## src/rtl/mp2a_pkg.sv

```systemverilog
// Shared constants, register codes, helper function and the scan control
// type of the 2-D max pooling block. No dependencies.
`default_nettype none

package mp2a_pkg;

    // Defaults of the top-level size parameters
    localparam int MAX_WIDTH_DEF  = 64;
    localparam int MAX_HEIGHT_DEF = 64;
    localparam int MAX_KERNEL_DEF = 8;
    localparam int DATA_WIDTH_DEF = 16;

    // Fixed field widths
    localparam int KERN_W     = 4;  // kernel_size and stride registers
    localparam int DIM_W      = 7;  // map_rows and map_cols registers
    localparam int CHAN_W     = 9;  // channel_count register
    localparam int POS_W      = 6;  // row and column fields of a result
    localparam int CHAN_OUT_W = 8;  // channel field of a result

    // Configuration port
    localparam int APB_AW = 5;
    localparam int APB_DW = 32;

    localparam logic [2:0] REG_KERNEL = 3'd0;
    localparam logic [2:0] REG_STRIDE = 3'd1;
    localparam logic [2:0] REG_ROWS   = 3'd2;
    localparam logic [2:0] REG_COLS   = 3'd3;
    localparam logic [2:0] REG_CHANS  = 3'd4;

    // Register reset values
    localparam int KERNEL_RST = 2;
    localparam int STRIDE_RST = 2;
    localparam int DIM_RST    = 64;
    localparam int CHANS_RST  = 1;

    // Bits needed to index n entries, never below one
    function automatic int cw(input int n);
        return (n > 1) ? $clog2(n) : 1;
    endfunction

    // One scan step, aligned with the line-store read data
    typedef struct packed {
        logic             valid;
        logic             first;
        logic             last;
        logic [POS_W-1:0] row;
        logic [POS_W-1:0] col;
    } scan_ctl_t;

endpackage

`default_nettype wire

```

## src/rtl/mp2a_maxu.sv

```systemverilog
// Running maximum unit: one signed compare per cycle, first element wins
// ties. Depends on mp2a_pkg.
`default_nettype none

module mp2a_maxu #(
    parameter int DATA_WIDTH = mp2a_pkg::DATA_WIDTH_DEF
) (
    input  wire                          aclk,
    input  wire                          aresetn,
    input  mp2a_pkg::scan_ctl_t          ctl,
    input  wire [DATA_WIDTH-1:0]         rd_data,
    output logic [DATA_WIDTH-1:0]        best_value,
    output logic [mp2a_pkg::POS_W-1:0]   best_row,
    output logic [mp2a_pkg::POS_W-1:0]   best_col,
    output logic                         done
);

    logic [DATA_WIDTH-1:0]        best_reg;
    logic [mp2a_pkg::POS_W-1:0]   brow_reg, bcol_reg;
    logic                         done_reg;
    logic                         take;

    assign take = ctl.valid && (ctl.first || ($signed(rd_data) > $signed(best_reg)));

    always_ff @(posedge aclk) begin
        if (take) begin
            best_reg <= rd_data;
            brow_reg <= ctl.row;
            bcol_reg <= ctl.col;
        end
    end

    always_ff @(posedge aclk) begin
        if (!aresetn) begin
            done_reg <= 1'b0;
        end else begin
            done_reg <= ctl.valid && ctl.last;
        end
    end

    assign best_value = best_reg;
    assign best_row   = brow_reg;
    assign best_col   = bcol_reg;
    assign done       = done_reg;

endmodule

`default_nettype wire

```

## config.mk

```make
export PLATFORM = sky130hd
export DESIGN_NAME = mp2a_maxu
export DESIGN_NICKNAME = d
export VERILOG_FILES = /design/src/rtl/mp2a_pkg.sv /design/src/rtl/mp2a_maxu.sv
export SDC_FILE = /design/constraint.sdc
export NUM_CORES = 1
export LEC_CHECK = 0
export BUFFER_PORTS_ARGS = -buffer_cell sky130_fd_sc_hd__buf_2
export CORE_AREA = 2 2 55 57
export CTS_CLUSTER_SIZE = 25
export DETAILED_ROUTE_END_ITERATION = 8
export DIE_AREA = 0 0 57 59
export GPL_TIMING_DRIVEN = 0
export PLACE_DENSITY_LB_ADDON = 0.2
export SLEW_MARGIN = 10
export SYNTH_ARGS = -nofsm -noshare
export SYNTH_HDL_FRONTEND = slang
export SYNTH_SLANG_ARGS = --single-unit
```

## constraint.sdc

```tcl
create_clock -name aclk -period 5.87 [get_ports aclk]
set_input_delay 1.174 -clock aclk [delete_from_list [all_inputs] [get_ports aclk]]
set_output_delay 1.174 -clock aclk [all_outputs]
set_load 0.1 [all_outputs]
```

Word-level counts from Yosys, hierarchy flattened
Index checks and enable logic that the tools add are counted.
{"block": "word_totals", "in_bits": 33, "regBits": 29}
{"block": "classes", "order_cmp": 1, "n_reduce_logical": 3}
{"operator": "16-bit greater-than comparator", "count": 1}
{"operator": "1-bit logical AND", "count": 2}
{"operator": "1-bit logical OR", "count": 1}

Depth between registers and ports, before layout
Gate-level depths: netlist (run 1).
{"block": "depth", "depth_word": 3, "mapped_depth": 7, "depth_no_buf": 7}

Worst setup path after synthesis (run 1)
No wires, ideal clock.
{"block": "synth_timing", "path_type": "input -> register", "from": "input rd_data[9]", "to": "register bcol_reg, in the netlist best_col[0] (enable)", "stages": 6, "setup_ps": 390, "setup_slack_ps": 2163, "path_buffers": 0, "arrival_ps": 3317, "cell_sequence": "ha_1 > a21o_1 > a221o_1 > a221o_1 > or3b_1 > nand3_1"}
{"block": "synth_between", "elab_chain_len": 3}
{"item": "start, declared", "line": "mp2a_maxu.sv:11", "rtl": "input wire [DATA_WIDTH-1:0] rd_data,"}
{"item": "16-bit greater-than comparator", "line": "mp2a_maxu.sv:23", "rtl": "assign take = ctl.valid && (ctl.first || ($signed(rd_data) > $signed(best_reg)));"}
{"item": "1-bit logical OR", "line": "mp2a_maxu.sv:23"}
{"item": "1-bit logical AND", "line": "mp2a_maxu.sv:23"}
{"item": "named net take", "line": "mp2a_maxu.sv:21", "rtl": "logic take;"}
{"item": "end signal, assigned", "line": "mp2a_maxu.sv:29", "rtl": "bcol_reg <= ctl.col;"}
{"item": "end, declared", "line": "mp2a_maxu.sv:19", "rtl": "logic [mp2a_pkg::POS_W-1:0] brow_reg, bcol_reg;"}
The timed path passes the listed nets, and every way through them passes these cells.
A chain may end at the register's enable or synchronous reset.

Worst setup path in the final report (run 1)
{"block": "layout_timing", "from": "input rd_data[9]", "to": "register brow_reg, in the netlist best_row[5] (enable)"}
{"block": "layout_between", "elab_chain_len": 3}
{"item": "16-bit greater-than comparator", "line": "mp2a_maxu.sv:23"}
{"item": "1-bit logical OR", "line": "mp2a_maxu.sv:23"}
{"item": "1-bit logical AND", "line": "mp2a_maxu.sv:23"}
{"item": "named net take", "line": "mp2a_maxu.sv:21"}
{"item": "end signal, assigned", "line": "mp2a_maxu.sv:28", "rtl": "brow_reg <= ctl.row;"}
{"item": "end, declared", "line": "mp2a_maxu.sv:19"}
The timed path passes the listed nets, and every way through them passes these cells.

==> metrics.md, run 1 <==
| Metric | Value |
|---|---|
| Avg WL per Cell | between 10 and 15 µm |
| Critical path type | primary input to register |
| WP data arrival | between 3 and 4 ns |
| Normalized max-slew margin | between 50% and 60% |
| Clock Latency Late Sink | roughly 0.33 ns |
| Delay-heaviest family, CP | compound AO/OA/AOI/OAI gates |
| Dominant cells by area after synthesis | edfxtp_1 65%, ha_1 15%, inv_1 4.6% |
| DR vias | 934 |
| Status | finished, final reports clean |
| WP buf/inv | 1 |
| RSZ-0062 raised after global routing | false |
| Most frequent cell after synthesis | edfxtp_1 |
| Static Leakage | roughly 0.00084 µW |
| Clk buf depth | 2 |
| Port bufs | 61 |
| CTS Root Cell | clkbuf_4 |
| Critical Path RT | about 5.7 ns |
| Slew Viols, Final | 0 |
| Slowest stage delay, CP | ~0.60 ns |
| Num rows | 19 |
| Startpoint Class | primary input |
| Core area | around 2700 µm² |
| Top FF cell, synth | edfxtp_1 |
| Die area | ~3400 µm² |
| Synth-to-layout area growth | 30.95% |
| Setup Skew | about 0.007 ns |
| Die Wd | 57 µm |
| Final Total Pwr | slightly above 600 µW |
| Worst vdd ir | ~0.27 mV |
| Seq cells post-synth | 29 |
| Final hold violations | 0 |
| Least-Margin Pin Slew | about 0.7 ns |
| All-Layer GR Usage | 15.75% |
| M3 GR Usage | about 5.5% |
| TNS Setup | 0 ns |
| Finish-stage setup viols | 0 |
| Fin area | between 1500 and 2000 µm² |
| Cell accounting for the most synthesized area | edfxtp_1 |
| Top Ports | 62 |
| Gr ovfl total | 0 |
| Async set or reset register ratio after synthesis | 0% |
| CP most frequent cell | a221o_1 |
| Post-synthesis sequential area ratio | 66.54% |
| Cell Area, Placed | roughly 1600 µm² |
| Initial antenna violation count | 0 |
| Cell Area, Synth | 1294 µm² |
| Hold slack | 1.015 ns |
| Post-Syn Instances | 86 |
| Critical Path Sink Type | register |
| Gpl congestion | about 0.73 |
| Post-synth top cells | 28 x edfxtp_1, 16 x ha_1, 16 x inv_1, 4 x nand3_1, 3 x a21o_1 |
| Yosys warning count | 0 |
| First-pass GRT wire length | 3.850 mm |
| Total Routed Length | about 2.4 mm |
| Cell variety after synth | 19 |
| CTS tree | built |
| Max_cap viols | 0 |
| Grt met2 use | about a quarter |
| Critical-path cell list | buf_2 -> ha_1 -> a21o_1 -> a221o_1 -> a221o_1 -> a32oi_1 -> nand3_2 |
| Diode count | 0 |
| Cts bufs inserted | 5 |
| PwrDens | roughly 370 nW/µm² |
| Post-synth EDFFs | 28 |
| Clk pin slew, worst setup/hold paths | roughly 0.09 ns |
| Maximum fanout along the worst path | 28 |
| Largest net degree at the start of global routing | 29 |
| CTS Hold Bufs | 0 |
| CP max-delay cell | nand3_2 |
| Post-route DRC | 0 |
| Initial Util | between 40% and 50% |
| Clock sinks | 29 |
| Tcrit/Tclk final | about three fifths |
| Hpwl dp | 1.872 mm |
| Layout cells sized above 1 | about 45% |
| Vias in the first global route | about 920 |
| Worst min path class | primary input to register |
| Synth top area share | about two thirds |
| Detailed Routing Iterations Pass 1 | 3 |
| Period minus WS final | around 3.4 ns |
| DR iter-0 viols | 14 |
| Setup Fix Bufs, Post-CTS | 0 |
| Htree depth | 2 |
| Count of nets after finishing | 203 |
| F_max | 291.6 MHz |
| Mapped Nets | 135 |
| Vias/cell | approximately 5.0 |
| Met1 Usage GRT | approximately 19% |
| Post-CTS Resized | 0 |
| DIE HEIGHT | 59 µm |
| ANT nets after route | 0 |
| Post-Syn Area per Cell | 15.04 µm² |
| Max reg flops | 16 |
| Most Crowded Layer GR | met2 |
[worst paths after layout]
check / cells past startpoint / startpoint / to / slack [ns]
setup / recovery: 7 / rd_data[9] / best_row[5] / 2.44
hold / removal: 1 / ctl[2] / best_col[2] / 1.01
setup reg to reg: 7 / best_value[9] / best_row[5] / 2.97
hold reg to reg: 4 / best_value[15] / best_value[10] / 1.51
[per-stage QoR]
step	setup slack, ns	util (%)	instances
after CTS	1.939	62.33	186
after global routing	2.332	62.51	186
after global placement	1.665	60.43	178
after floorplan	2.163	-	86
final	2.441	62.51	186
after detailed placement	1.609	60.43	178
[layer usage]
layer	wire, µm	share of wire, %	vias up
li1	-	-	463
met1	1035	43	421
met2	1130	46	43
met3	208	8.5	7
met4	62	2.5	0
met5	0	0	-
[kinds of logic (layout without fill, tap and decap cells)]
group,Yosys count,count (layout),share of synthesized area (%)
DFF,29,29,66.54
adders and majority gates,16,16,15.47
and+or+nand+nor,13,13,6.095
AOI/OAI and AO/OA,12,12,7.254
buffers and inverters,16,85,4.642
[layout make-up]
cell class / count / area [µm²]
clock buffers: 6 / 41.29
clock inverters: 2 / 10.01
fillers: 235 / 1016
inverters: 16 / 60.06
multi-input cells: 41 / 377.9
flip-flops and latches: 29 / 860.8
well taps: 31 / 38.79
repair buffers: 61 / 305.3
[power breakdown]
part	switching, µW	internal [µW]
combinational	202	40.3
sequential	7.57	257
clock	70.6	45.5
[placed cells by master, fill, tap and decap left out, drive strengths merged, types with 2 or more instances in the layout]
master and count:
clkinv 2, inv 16, a21oi 2, ha 16, edfxtp 28, a21o 3
clkbuf 6, nand2 2, a221o 2, nand3 4, buf 61, and4 2
a32oi 2
Power figures use the tool's default switching activity.
==> inputs of run 2 (changes only) <==
--- a/config.mk
+++ b/config.mk
@@ -6,10 +6,10 @@
 export NUM_CORES = 1
 export LEC_CHECK = 0
 export BUFFER_PORTS_ARGS = -buffer_cell sky130_fd_sc_hd__buf_2
-export CORE_AREA = 2 2 55 57
+export CORE_AREA = 2 2 57 59
 export CTS_CLUSTER_SIZE = 25
 export DETAILED_ROUTE_END_ITERATION = 8
-export DIE_AREA = 0 0 57 59
+export DIE_AREA = 0 0 59 61
 export GPL_TIMING_DRIVEN = 0
 export PLACE_DENSITY_LB_ADDON = 0.2
 export SLEW_MARGIN = 10
==> constraint.sdc (replaced) <==
create_clock -name aclk -period 3.3 [get_ports aclk]
set_input_delay 0.66 -clock aclk [delete_from_list [all_inputs] [get_ports aclk]]
set_output_delay 0.66 -clock aclk [all_outputs]
set_load 0.1 [all_outputs]
==> run 2 against run 1 <==
Effect of this change: routed wire length fell by 3.0%; design area grew 0.15%; sequential share of layout area is 0.075 points lower; via count shrank 1.9%; clock power grew 73%; critical path depth unchanged; combinational power grew 78%; total power grew 77%; largest cell class unchanged.
==> metrics.md, run 2 (same netlist as run 1, synthesis figures left out) <==
| Metric | Value |
|---|---|
| Synth-to-layout area growth | 31.14% (was 30.95%) |
| Port bufs | 61 (unchanged) |
| Critical path startpoint | rd_data[9] (unchanged) |
| Vias/cell | 4.872 (was 5.022) |
| WP data arrival | 2.76 ns (was 3.29 ns) |
| Initial Util | 43.81% (was 47.74%) |
| Cts bufs inserted | 5 (unchanged) |
| DR iter-0 viols | 12 (was 14) |
| CTS Root Cell | clkbuf_4 (unchanged) |
| Htree depth | 2 (unchanged) |
| Max reg flops | 16 (unchanged) |
| DR vias | 916 (was 934) |
| Cell Area, Placed | 1645 µm² (was 1638 µm²) |
| Post-route DRC | 0 (unchanged) |
| Most common cell after layout, fill and taps aside | buf_2 (unchanged) |
| Die area | 3599 µm² (was 3363 µm²) |
| Finish-stage setup viols | 0 (unchanged) |
| Critical Path Sink Type | register (unchanged) |
| Vias in the first global route | 944 (was 922) |
| Initial antenna violation count | 0 (unchanged) |
| Clk pin slew, worst setup/hold paths | 0.09 ns (about the same) |
| Avg WL per Cell | 12.56 µm (was 13.09 µm) |
| Hold Path Depth | 1 (unchanged) |
| Total Routed Length | 2.362 mm (was 2.435 mm) |
| Static Leakage | 0.0008375 µW (unchanged) |
| Worst R2R End | best_col[0] (was best_row[5]) |
| Clock sinks | 29 (unchanged) |
| DIE HEIGHT | 61 µm (was 59 µm) |
| First-pass GRT wire length | 3.981 mm (was 3.850 mm) |
| Critical Path RT | 3.16 ns (was 5.73 ns) |
| Period minus WS final | 2.900 ns |
| Clk buf depth | 2 (unchanged) |
| Detailed Routing Iterations Pass 1 | 4 (was 3) |
| F_max | around 340 MHz |
| RSZ-0062 raised after global routing | false (unchanged) |
| Count of nets after finishing | 203 (unchanged) |
| Worst min path class | primary input to register (unchanged) |
| Tcrit/Tclk final | between 80% and 90% |
| Setup Skew | 0.003392 ns (was 0.006899 ns) |
| Fin area | 1697 µm² (was 1694 µm²) |
| Startpoint Class | primary input (unchanged) |
| Min-Delay Startpoint | ctl[4] (was ctl[2]) |
| Commonest non-fill, non-tap cells in the layout | 61 x buf_2, 28 x edfxtp_1, 16 x inv_1, 16 x ha_1, 5 x clkbuf_4 (unchanged) |
| PwrDens | 649.6 nW/µm² (was 367.6 nW/µm²) |
| Gr ovfl total | 0 (unchanged) |
| Final hold violations | 0 (unchanged) |
| Slew Viols, Final | 0 (unchanged) |
| Reg2reg start | best_value[9] (unchanged) |
| ANT nets after route | 0 (unchanged) |
| Layout cells sized above 1 | 44.52% (unchanged) |
| Post-CTS Resized | 0 (unchanged) |
| Maximum fanout along the worst path | 28 (unchanged) |
| Clock Latency Late Sink | 0.32 ns (was 0.33 ns) |
| Normalized max-slew margin | 52.68% (was 51.95%) |
| Die Wd | 59 µm (was 57 µm) |
| All-Layer GR Usage | 15.41% (was 15.75%) |
| Status | finished, final reports clean (unchanged) |
| R2r setup slk | 0.45 ns (was 2.97 ns) |
| CTS tree | built (unchanged) |
| Setup Fix Bufs, Post-CTS | 0 (unchanged) |
| Critical path type | primary input to register (unchanged) |
| Worst vdd ir | 0.2721 mV (was 0.2714 mV) |
| TNS Setup | 0 ns (unchanged) |
| Final Total Pwr | 1102 µW (was 622.8 µW) |
| Gpl congestion | 0.7229 (was 0.7320) |
| CTS Hold Bufs | 0 (unchanged) |
| Filler cells | 277 (was 235) |
| Num rows | 20 (was 19) |
| Core area | 2953 µm² (was 2710 µm²) |
| Max_cap viols | 0 (unchanged) |
| Largest net degree at the start of global routing | 29 (unchanged) |
| Hpwl dp | 1.856 mm (was 1.872 mm) |
| Register-to-Register Path Depth | 7 (unchanged) |
| Least-Margin Pin Slew | 0.7090 ns (was 0.7199 ns) |
| Worst setup path endpoint | best_col[0] (was best_row[5]) |
| Top Ports | 62 (unchanged) |
| Diode count | 0 (unchanged) |
run 2: cell counts in the layout (fill, tap and decap cells not counted):
No cell type changed its count.
run 2: final cells by class:
class | instances | area, µm² | area share [%]
well taps | 33 | 41.29 | 2.434
repair buffers | 61 | 305.3 | 17.99
clock inverters | 2 | 10.01 | 0.5900
flip-flops and latches | 29 | 860.8 | 50.74
inverters | 16 | 60.06 | 3.540
clock buffers | 6 | 41.29 | 2.434
multi-input cells | 41 | 377.9 | 22.27
run 2: critical path, cell delays in order:
cell	delay [ns]
buf_2	0.10
ha_1	0.30
a21o_1	0.18
a221o_1	0.32
a221o_1	0.37
a32oi_1	0.23
nand3_2	0.58
run 2: power breakdown:
part	internal, µW	switching, µW
sequential	457	13.5
combinational	71.8	358
clock	81.0	120
total	610	492
run 2: worst min-delay path by stage:
stage and end:
2_1_floorplan best_col[0], 3_3_place_gp best_col[1], 3_5_place_dp best_col[0], 4_1_cts best_col[0], 5_1_grt best_col[1], 6_report best_col[4]
run 2: per-stage QoR:
stage               util (%)  hold WS [ns]  instances  setup slack (ns)
floorplan                  -        0.7589         86           0.01959
global placement       55.72        0.8370        180           0.05904
detailed placement     55.72        0.8381        180           0.04030
CTS                    57.46        0.4934        188            0.3889
global route           57.46        0.4798        188            0.2543
finish                 57.46        0.5079        188            0.4004
run 2: layer usage:
| layer | wire length (µm) | global-route usage (%) |
|---|---|---|
| met3 | 239 | 6.610 |
| met2 | 1087 | 25.24 |
| met5 | 0 | 0 |
| met4 | 49 | 7.792 |
| met1 | 986 | 17.28 |
