<file path="config.mk">
export PLATFORM = sky130hd
export DESIGN_NAME = mp2a_seq
export DESIGN_NICKNAME = d
export VERILOG_FILES = /design/src/rtl/mp2a_pkg.sv /design/src/rtl/mp2a_seq.sv
export SDC_FILE = /design/constraint.sdc
export NUM_CORES = 1
export LEC_CHECK = 0
export ABC_AREA = 1
export BUFFER_PORTS_ARGS = -buffer_cell sky130_fd_sc_hd__buf_2
export CAP_MARGIN = 20
export CORE_ASPECT_RATIO = 1.5
export CORE_UTILIZATION = 30
export CTS_CLUSTER_DIAMETER = 50
export CTS_CLUSTER_SIZE = 16
export DETAILED_ROUTE_END_ITERATION = 8
export PLACE_DENSITY = 0.48
export SLEW_MARGIN = 20
export SYNTH_ARGS = -nofsm -noshare
export SYNTH_HDL_FRONTEND = slang
export SYNTH_SLANG_ARGS = --single-unit
</file>
<file path="constraint.sdc">
create_clock -name aclk -period 3 [get_ports aclk]
set_input_delay 0.6 -clock aclk [delete_from_list [all_inputs] [get_ports aclk]]
set_output_delay 0.6 -clock aclk [all_outputs]
set_load 0.02 [all_outputs]
</file>
<file path="src/rtl/mp2a_pkg.sv">
// Shared constants, register codes, helper function and the scan control
// type of the 2-D max pooling block. No dependencies.
`default_nettype none

package mp2a_pkg;

    // Defaults of the top-level size parameters
    localparam int MAX_WIDTH_DEF  = 64;
    localparam int MAX_HEIGHT_DEF = 64;
    localparam int MAX_KERNEL_DEF = 8;
    localparam int DATA_WIDTH_DEF = 16;

    // Fixed field widths
    localparam int KERN_W     = 4;  // kernel_size and stride registers
    localparam int DIM_W      = 7;  // map_rows and map_cols registers
    localparam int CHAN_W     = 9;  // channel_count register
    localparam int POS_W      = 6;  // row and column fields of a result
    localparam int CHAN_OUT_W = 8;  // channel field of a result

    // Configuration port
    localparam int APB_AW = 5;
    localparam int APB_DW = 32;

    localparam logic [2:0] REG_KERNEL = 3'd0;
    localparam logic [2:0] REG_STRIDE = 3'd1;
    localparam logic [2:0] REG_ROWS   = 3'd2;
    localparam logic [2:0] REG_COLS   = 3'd3;
    localparam logic [2:0] REG_CHANS  = 3'd4;

    // Register reset values
    localparam int KERNEL_RST = 2;
    localparam int STRIDE_RST = 2;
    localparam int DIM_RST    = 64;
    localparam int CHANS_RST  = 1;

    // Bits needed to index n entries, never below one
    function automatic int cw(input int n);
        return (n > 1) ? $clog2(n) : 1;
    endfunction

    // One scan step, aligned with the line-store read data
    typedef struct packed {
        logic             valid;
        logic             first;
        logic             last;
        logic [POS_W-1:0] row;
        logic [POS_W-1:0] col;
    } scan_ctl_t;

endpackage

`default_nettype wire

</file>
<file path="src/rtl/mp2a_seq.sv">
// Window scan sequencer: walks the k x k window one sample per cycle and
// issues line-store reads. Depends on mp2a_pkg.
`default_nettype none

module mp2a_seq #(
    parameter int MAX_WIDTH  = mp2a_pkg::MAX_WIDTH_DEF,
    parameter int MAX_KERNEL = mp2a_pkg::MAX_KERNEL_DEF,
    localparam int KW = mp2a_pkg::cw(MAX_KERNEL),
    localparam int CW = mp2a_pkg::cw(MAX_WIDTH),
    localparam int AW = mp2a_pkg::cw(MAX_KERNEL * (2 ** CW))
) (
    input  wire                              aclk,
    input  wire                              aresetn,
    input  wire                              start,
    input  wire [KW-1:0]                     start_slot,
    input  wire [mp2a_pkg::POS_W-1:0]        start_row,
    input  wire [CW-1:0]                     start_col,
    input  wire [mp2a_pkg::KERN_W-1:0]       kern,
    output logic                             rd_en,
    output logic [AW-1:0]                    rd_addr,
    output mp2a_pkg::scan_ctl_t              ctl
);

    logic                         busy_reg;
    logic [mp2a_pkg::KERN_W-1:0]  m_reg, n_reg, kern_reg;
    logic [KW-1:0]                slot_reg;
    logic [mp2a_pkg::POS_W-1:0]   row0_reg;
    logic [CW-1:0]                col0_reg;
    mp2a_pkg::scan_ctl_t          ctl_reg, ctl_next;
    logic                         last_n, last_m;
    logic [CW-1:0]                col_now;

    assign last_n  = (n_reg == kern_reg - 1'b1);
    assign last_m  = (m_reg == kern_reg - 1'b1);
    assign col_now = CW'(32'(col0_reg) + 32'(n_reg));

    assign rd_en   = busy_reg;
    assign rd_addr = AW'({slot_reg, col_now});

    always_comb begin
        ctl_next.valid = busy_reg;
        ctl_next.first = (m_reg == '0) && (n_reg == '0);
        ctl_next.last  = last_m && last_n;
        ctl_next.row   = mp2a_pkg::POS_W'(32'(row0_reg) + 32'(m_reg));
        ctl_next.col   = mp2a_pkg::POS_W'(32'(col0_reg) + 32'(n_reg));
    end

    always_ff @(posedge aclk) begin
        if (!aresetn) begin
            busy_reg <= 1'b0;
            ctl_reg  <= '0;
        end else begin
            ctl_reg <= ctl_next;
            if (start) begin
                busy_reg <= 1'b1;
                m_reg    <= '0;
                n_reg    <= '0;
                kern_reg <= kern;
                slot_reg <= start_slot;
                row0_reg <= start_row;
                col0_reg <= start_col;
            end else if (busy_reg) begin
                if (last_n) begin
                    // next window row: advance the ring slot
                    n_reg    <= '0;
                    m_reg    <= m_reg + 1'b1;
                    slot_reg <= (slot_reg == KW'(MAX_KERNEL - 1)) ? '0 : slot_reg + 1'b1;
                    if (last_m) begin
                        busy_reg <= 1'b0;
                    end
                end else begin
                    n_reg <= n_reg + 1'b1;
                end
            end
        end
    end

    assign ctl = ctl_reg;

endmodule

`default_nettype wire

</file>
# == Yosys cells after proc, flatten, opt, wreduce, memory -nomap -nowiden ==
# Index checks and enable logic that the tools add are counted.
# classes
add_sub_neg,6
reduce_logical,9
eq_ne,3
muxes,12
# op_table
cell,n
two-way mux 4 bit,4
adder 6 x 4 -> 6 bit,2
two-way mux 3 bit,4
"adder 4 x 1 -> 4 bit, second input constant",2
== test 4 bit,2
logical NOT 4 bit,2
two-way mux 1 bit,4
AND reduction 2 bit,2
nonzero test 2 bit,2
"subtractor 4 x 1 -> 4 bit, second input constant",1
"adder 3 x 1 -> 3 bit, second input constant",1
"== test 3 bit, second input constant",1
AND reduction 3 bit,1
logical AND 1 bit,2
# totals
out_inout_bits,25
register_bits,43

# == Longest topological paths before layout ==
# Gate-level depths: netlist of run 1.
# logic_depth
depth_word,6
ltp_mapped,11
ltp_nobuf,11

# == Worst setup path before layout of run 1 ==
# No wires, ideal clock.
# synth_timing
kind,reg-to-output
startpoint,register n_reg[0] (netlist name)
endpoint,output port rd_addr[4]
slack_ns,0.813
stages_incl_launch_ff,8
arrival_time_ns,1.587
path_buffers,1
t_required_ns,2.400
path_cell_list,edfxtp_1 -> ha_1 -> fa_1 -> nand3_1 -> nand2_1 -> xor2_1 -> inv_1 -> buf_4
# synth_rtl
element,line_no,rtl
"start, declared",mp2a_seq.sv:25,"logic [mp2a_pkg::KERN_W-1:0] m_reg, n_reg, kern_reg;"
"start signal, assigned",mp2a_seq.sv:72,n_reg <= n_reg + 1'b1;
"end, declared",mp2a_seq.sv:20,"output logic [AW-1:0] rd_addr,"

# == Worst setup path after layout of run 1 ==
# layout_timing
startpoint,register n_reg[0] (netlist name)
endpoint,output port rd_addr[4]
# layout_between
elab_chain_len,1
# layout_rtl
element,line_no,rtl
adder 6 x 4 -> 6 bit,mp2a_seq.sv:35,assign col_now = CW'(32'(col0_reg) + 32'(n_reg));
# Every way passes these cells.

==> impl_metrics.csv, run 1 <==
group,metric,value,unit
outcome,status,"finished, final reports clean",
worst_hold_path,hp-class,"reg2reg",
synthesis,yosysTopAreaCell,"edfxtp_1",
critical_path,slowest_stage,"edfxtp_1",
cts,htreeDepth,2,
cts,cts_made_buffers,5,
cells_and_area,largest_reg_flops,15,
detailed_routing,route.detailed.wl_per_inst,11.8,um
synthesis,synthFlopType,"edfxtp_1",
floorplan,coreArea,0.00658,mm2
synthesis,synth_cells,211,
detailed_routing,dr_wl_met3,164,um
sta,hold_viol_final,0,
floorplan,die_area,0.00726,mm2
floorplan,initial_core_util,31.6,%
cts,cts_resized,0,
synthesis,synth_nets,250,
synthesis,yosysMostFrequentCell,"nand2_1",
critical_path,worst_ep_required_time,2.40,ns
sta,final.min_clock_period,2.62,ns
critical_path,cp_max_fo,6,
sta,slew_headroom,72.1,%
sta,worst_pin_slew,0.419,ns
synthesis,yosysWarningCount,0,
synthesis,yosysSeqAreaShare,54.5,%
synthesis,ys_types,27,
floorplan,die_y,104,um
synthesis,synth_common_cells,"43 x nand2_1, 30 x inv_1, 27 x edfxtp_1",
power,peakVddDrop,0.194,mV
cts,cts_buffer_depth,2,
grt,antenna_found_initial,0,
detailed_routing,post-route-drc-count,0,
detailed_routing,postRouteAntennaNets,0,
synthesis,post_synth.cell_area_avg,9.84,um2
floorplan,io-pin-count,47,
synthesis,async_reset_ff_share,0,%
placement,portBuffers,46,
grt,grt.total_usage,11.8,%
cts,cts_setup_buffers,0,
critical_path,crit_chain,"ha_1, fa_1, nand3_1, nand2_1, xor2_1, inv_1, buf_2",
detailed_routing,wl,3.95,mm
cells_and_area,areaGrowthSynthToFinish,17.1,%
cts,clkLatencyLatePin,0.29,ns
grt,grt_max_degree,17,
cells_and_area,drive_above_1_share,23.6,%
sta,clock_skew,0.00849,ns
detailed_routing,drtIter0Drc,27,
detailed_routing,wl_met2,2.00,mm
floorplan,die_w,69.9,um
grt,grt_first_pass_wirelength,6.70,mm
sta,fmax,0.382,GHz
cts,cts_tree,"done",
cts,clk_pin_slew,0.08,ns
critical_path,worstPathArrival,2.02,ns
synthesis,syn_area,0.00208,mm2
floorplan,placementRows,36,
detailed_routing,vias,1470,
synthesis,synth_edf_count,27,
sta,rsz0062_at_grt,"false",
placement,dp_hpwl,2.96,mm
detailed_routing,met1_length,1.70,mm
detailed_routing,via_per_inst,4.40,
power,leakage,1.19,nW
synthesis,ys_top_cells_by_area,"edfxtp_1 39%, dfxtp_1 15%, ha_1 9.0%, nand2_1 7.8%, inv_1 5.4%",
critical_path,cp-end-kind,"output port",
sta,fin_crit_sh,87.3,%
cells_and_area,nets,296,
cells_and_area,antennaDiodeCount,0,
cts,clock_sinks,43,
critical_path,max_stage_delay,0.50,ns
placement,place.gp.congestion,0.804,
power,power_density,556,mW/mm2
grt,grt_pass1_vias,1487,
sta,setup_viol,0,
critical_path,crit_type,"reg2out",
detailed_routing,first_pass_iters,4,
flow_run,drv_cap,0,
cts,holdBufCountCts,0,
sta,drv_slew,0,
critical_path,startpoint_type,"flop",
detailed_routing,routed.top_layer,"met4",
sta,hold_ws,0.455,ns
grt,grt_overflow,0,
synthesis,synth_seq_cells,43,
synthesis,synth_top_area_share,39.1,%
sta,fin_tns_setup,0,ns
cts,cts_root_buf,"clkbuf_8",
## metrics by stage
stage	utilization, %	setup slack (ns)	total power [mW]	instance area (um2)	instances
final	37.0	0.382	1.35	2430	334
after global routing	37.0	0.224	1.44	2430	334
after CTS	37.0	0.355	1.38	2430	334
after detailed placement	35.7	0.690	1.02	2350	326
after global placement	35.7	0.735	1.02	2350	326
after floorplan	-	0.813	0.952	2080	211
## cells in the final DEF (no fill, tap or decap), drive strengths merged, types with 5 or more instances in the layout
cell,n
nand3,16
nand2,45
nor2,23
a21oi,8
o21ai,5
edfxtp,27
buf,47
inv,32
ha,15
clkbuf,6
dfxtp,16
## cells by family after synthesis
kind of cell | count (synthesis) | share of synthesized area (%)
buf+inv | 40 | 8.56
flops | 43 | 54.5
xor+xnor | 6 | 2.53
fa+ha+maj | 17 | 11.0
compound gates | 16 | 4.40
simple gates | 89 | 19.0
## path summary, 6_finish.rpt
path                                  start    endpoint  slack (ns)  cells past startpoint
worst max-delay path               n_reg[0]  rd_addr[4]        0.38                      7
worst min-delay path                  rd_en     ctl[14]        0.46                      2
worst max register to register  kern_reg[0]    m_reg[2]        0.87                     10
worst min register to register        rd_en     ctl[14]        0.46                      2
## critical path: cells and delay by family (launching register included)
| family | cells | cell delay (ns) |
|---|---|---|
| flip-flops | 1 | 0.50 |
| XOR/XNOR | 1 | 0.17 |
| buffers and inverters | 2 | 0.20 |
| adder cells (fa/ha/maj) | 2 | 0.69 |
| AND/OR/NAND/NOR | 2 | 0.17 |
## cell type report
| type | count | area [um2] |
|---|---|---|
| Fill cell | 693 | 4150 |
| Sequential cell | 43 | 1130 |
| Multi-Input combinational cell | 128 | 767 |
| Timing Repair Buffer | 47 | 238 |
| Inverter | 32 | 120 |
| Tap cell | 76 | 95.1 |
| Clock buffer | 6 | 72.6 |
| Clock inverter | 2 | 7.51 |
## power by group
group	internal [mW]	switching, mW	total [mW]
Combinational	0.106	0.180	0.287
Sequential	0.685	0.0321	0.717
Clock	0.159	0.189	0.348
## per-layer routing
layer,vias to the layer above,global-route usage [%]
li1,766,-
met1,663,13.5
met2,35,20.7
met3,6,2.62
met4,0,5.43
met5,-,0
(Power assumes the default switching activity.)
==> run 2: changes to the inputs <==
GPL_TIMING_DRIVEN = 0   (was default)
==> run 2 against run 1 <==
Effect of this change:
- setup slack lost 0.14 ns
- first-iteration DRC count grew 120%
- sequential power is essentially flat
- wire length shrank 1.0%
- clock power grew 16%
- largest power group unchanged
- combinational power grew 7.3%
- clock skew shrank 0.0044 ns
- critical path depth grew 1
- critical endpoint unchanged
- highest routed layer unchanged
- critical path type unchanged
- register-to-register slack gained 0.04 ns
- cell area grew 2.7%
==> impl_metrics.csv, run 2 (same netlist as run 1, synthesis figures left out) <==
group,metric,value,unit
outcome,status,"finished, final reports clean",
sta,fmax,0.363,GHz
placement,dp_hpwl,3.00,mm
cells_and_area,drive_above_1_share,26.1,%
power,peakVddDrop,0.241,mV
cts,cts_tree,"done",
floorplan,die_area,0.00726,mm2
critical_path,startpoint_type,"flop",
sta,drv_slew,0,
detailed_routing,route.detailed.wl_per_inst,11.5,um
grt,grt_overflow,0,
cts,clock_sinks,43,
cts,htreeDepth,2,
detailed_routing,wl,3.91,mm
cts,cts_resized,0,
cells_and_area,final_cell_mix,"46 x buf_2, 43 x nand2_1, 30 x inv_1",
power,p_total,1.43,mW
power,switchingPower,0.406,mW
worst_hold_path,worstHoldPathCells,2,
power,power.share.sequential,50.2,%
cts,cts_root_buf,"clkbuf_8",
detailed_routing,drtIter0Drc,59,
critical_path,r2r_cells,10,
power,leakage,1.23,nW
detailed_routing,post-route-drc-count,0,
sta,clock_skew,0.00405,ns
grt,antenna_found_initial,0,
detailed_routing,via_per_inst,4.48,
sta,setup_viol,0,
cells_and_area,num-fill-cells,697,
critical_path,r2r-start,"kern_reg[0]",
detailed_routing,first_pass_iters,4,
detailed_routing,postRouteAntennaNets,0,
floorplan,die_w,69.9,um
cells_and_area,antennaDiodeCount,0,
cts,holdBufCountCts,0,
floorplan,coreArea,0.00658,mm2
critical_path,worstPathArrival,2.15,ns
cells_and_area,largest_reg_flops,15,
sta,slew_headroom,53.1,%
critical_path,crit_type,"reg2out",
cells_and_area,nets,302,
placement,portBuffers,45,
sta,fin_tns_setup,0,ns
cts,cts_setup_buffers,0,
cells_and_area,areaGrowthSynthToFinish,20.3,%
power,power_density,572,mW/mm2
sta,final.min_clock_period,2.75,ns
power,pwr-share-clk,28.2,%
worst_hold_path,hp-class,"reg2reg",
floorplan,die_y,104,um
floorplan,initial_core_util,31.6,%
cts,cts_made_buffers,5,
floorplan,io-pin-count,47,
placement,place.gp.congestion,0.779,
cts,cts_buffer_depth,2,
critical_path,r2r_setup_slack,0.91,ns
critical_path,cp_max_fo,6,
sta,rsz0062_at_grt,"false",
power,p_comb_share,21.6,%
cells_and_area,seq_area,0.00113,mm2
critical_path,cp-end-kind,"output port",
sta,fin_crit_sh,91.8,%
cts,clkLatencyLatePin,0.29,ns
power,p_sw_share,28.5,%
floorplan,placementRows,36,
grt,grt_pass1_vias,1429,
worst_hold_path,whs_endpoint,"ctl[14]",
grt,grt_max_degree,18,
detailed_routing,vias,1522,
cells_and_area,mostFrequentLayoutCell,"buf_2",
cells_and_area,multi_input_area,767,um2
sta,worst_pin_slew,0.703,ns
grt,grt.total_usage,11.4,%
critical_path,worst_ep_required_time,2.40,ns
critical_path,r2r_end,"m_reg[2]",
grt,grt_first_pass_wirelength,6.42,mm
sta,hold_viol_final,0,
flow_run,drv_cap,0,
cts,clk_pin_slew,0.08,ns
worst_hold_path,min_from,"rd_en",
power,internal-power,1.02,mW
==> run 2: cell count changes in the layout (fill, tap and decap cells not counted), sizes merged <==
cell	delta
clkbuf	+2
buf	+6
clkinv	-2
==> run 2: cell type report <==
type / instances / area share [%]
flip-flops and latches: 43 / 45.3
multi-input cells: 128 / 30.7
repair buffers: 45 / 9.02
inverters: 32 / 4.81
clock buffers: 8 / 4.01
well taps: 76 / 3.81
plain buffers: 8 / 2.31
==> run 2: how the worst max path moves through the flow <==
stage	from	to	slack, ns	cells past startpoint
after floorplan	n_reg[0]	rd_addr[4]	0.81	7
after global placement	n_reg[0]	rd_addr[4]	0.51	8
after detailed placement	n_reg[0]	rd_addr[4]	0.53	8
after CTS	n_reg[0]	rd_addr[4]	0.20	8
after global routing	n_reg[0]	rd_addr[4]	0.06	8
final	n_reg[0]	rd_addr[4]	0.25	8
==> run 2: power groups by stage <==
stage                     sequential, mW  clock (mW)  combinational [mW]
after floorplan                    0.757           0               0.195
after global placement             0.731           0               0.309
after detailed placement           0.731           0               0.314
after CTS                          0.718       0.418               0.315
after global routing               0.724       0.437               0.348
final                              0.716       0.403               0.308
==> run 2: worst max-delay path, stage by stage, from the launching register on <==
cell      delay (ns)
edfxtp_1        0.51
ha_1            0.28
fa_1            0.41
nand3_1         0.11
nand2_1         0.06
xor2_1          0.17
inv_1           0.06
buf_4           0.12
buf_2           0.15
==> run 2: layer usage <==
metal | track usage (%) | share of wire [%] | vias to the layer above
met5 | 0 | 0 | -
met4 | 5.14 | 2.1 | 0
met3 | 2.42 | 3.7 | 6
met2 | 21.2 | 54 | 35
met1 | 12.1 | 40 | 698
li1 | - | - | 783
==> run 2: stage by stage <==
| stage | setup slack (ns) | utilization [%] | std cells | area, um2 | hold slack, ns |
|---|---|---|---|---|---|
| 5_1_grt | 0.0607 | 38.0 | 340 | 2500 | 0.466 |
| 3_3_place_gp | 0.514 | 36.4 | 332 | 2400 | 0.445 |
| 2_1_floorplan | 0.813 | - | 211 | 2080 | 0.435 |
| 6_report | 0.246 | 38.0 | 340 | 2500 | 0.446 |
| 4_1_cts | 0.198 | 38.0 | 340 | 2500 | 0.450 |
| 3_5_place_dp | 0.526 | 36.4 | 332 | 2400 | 0.436 |
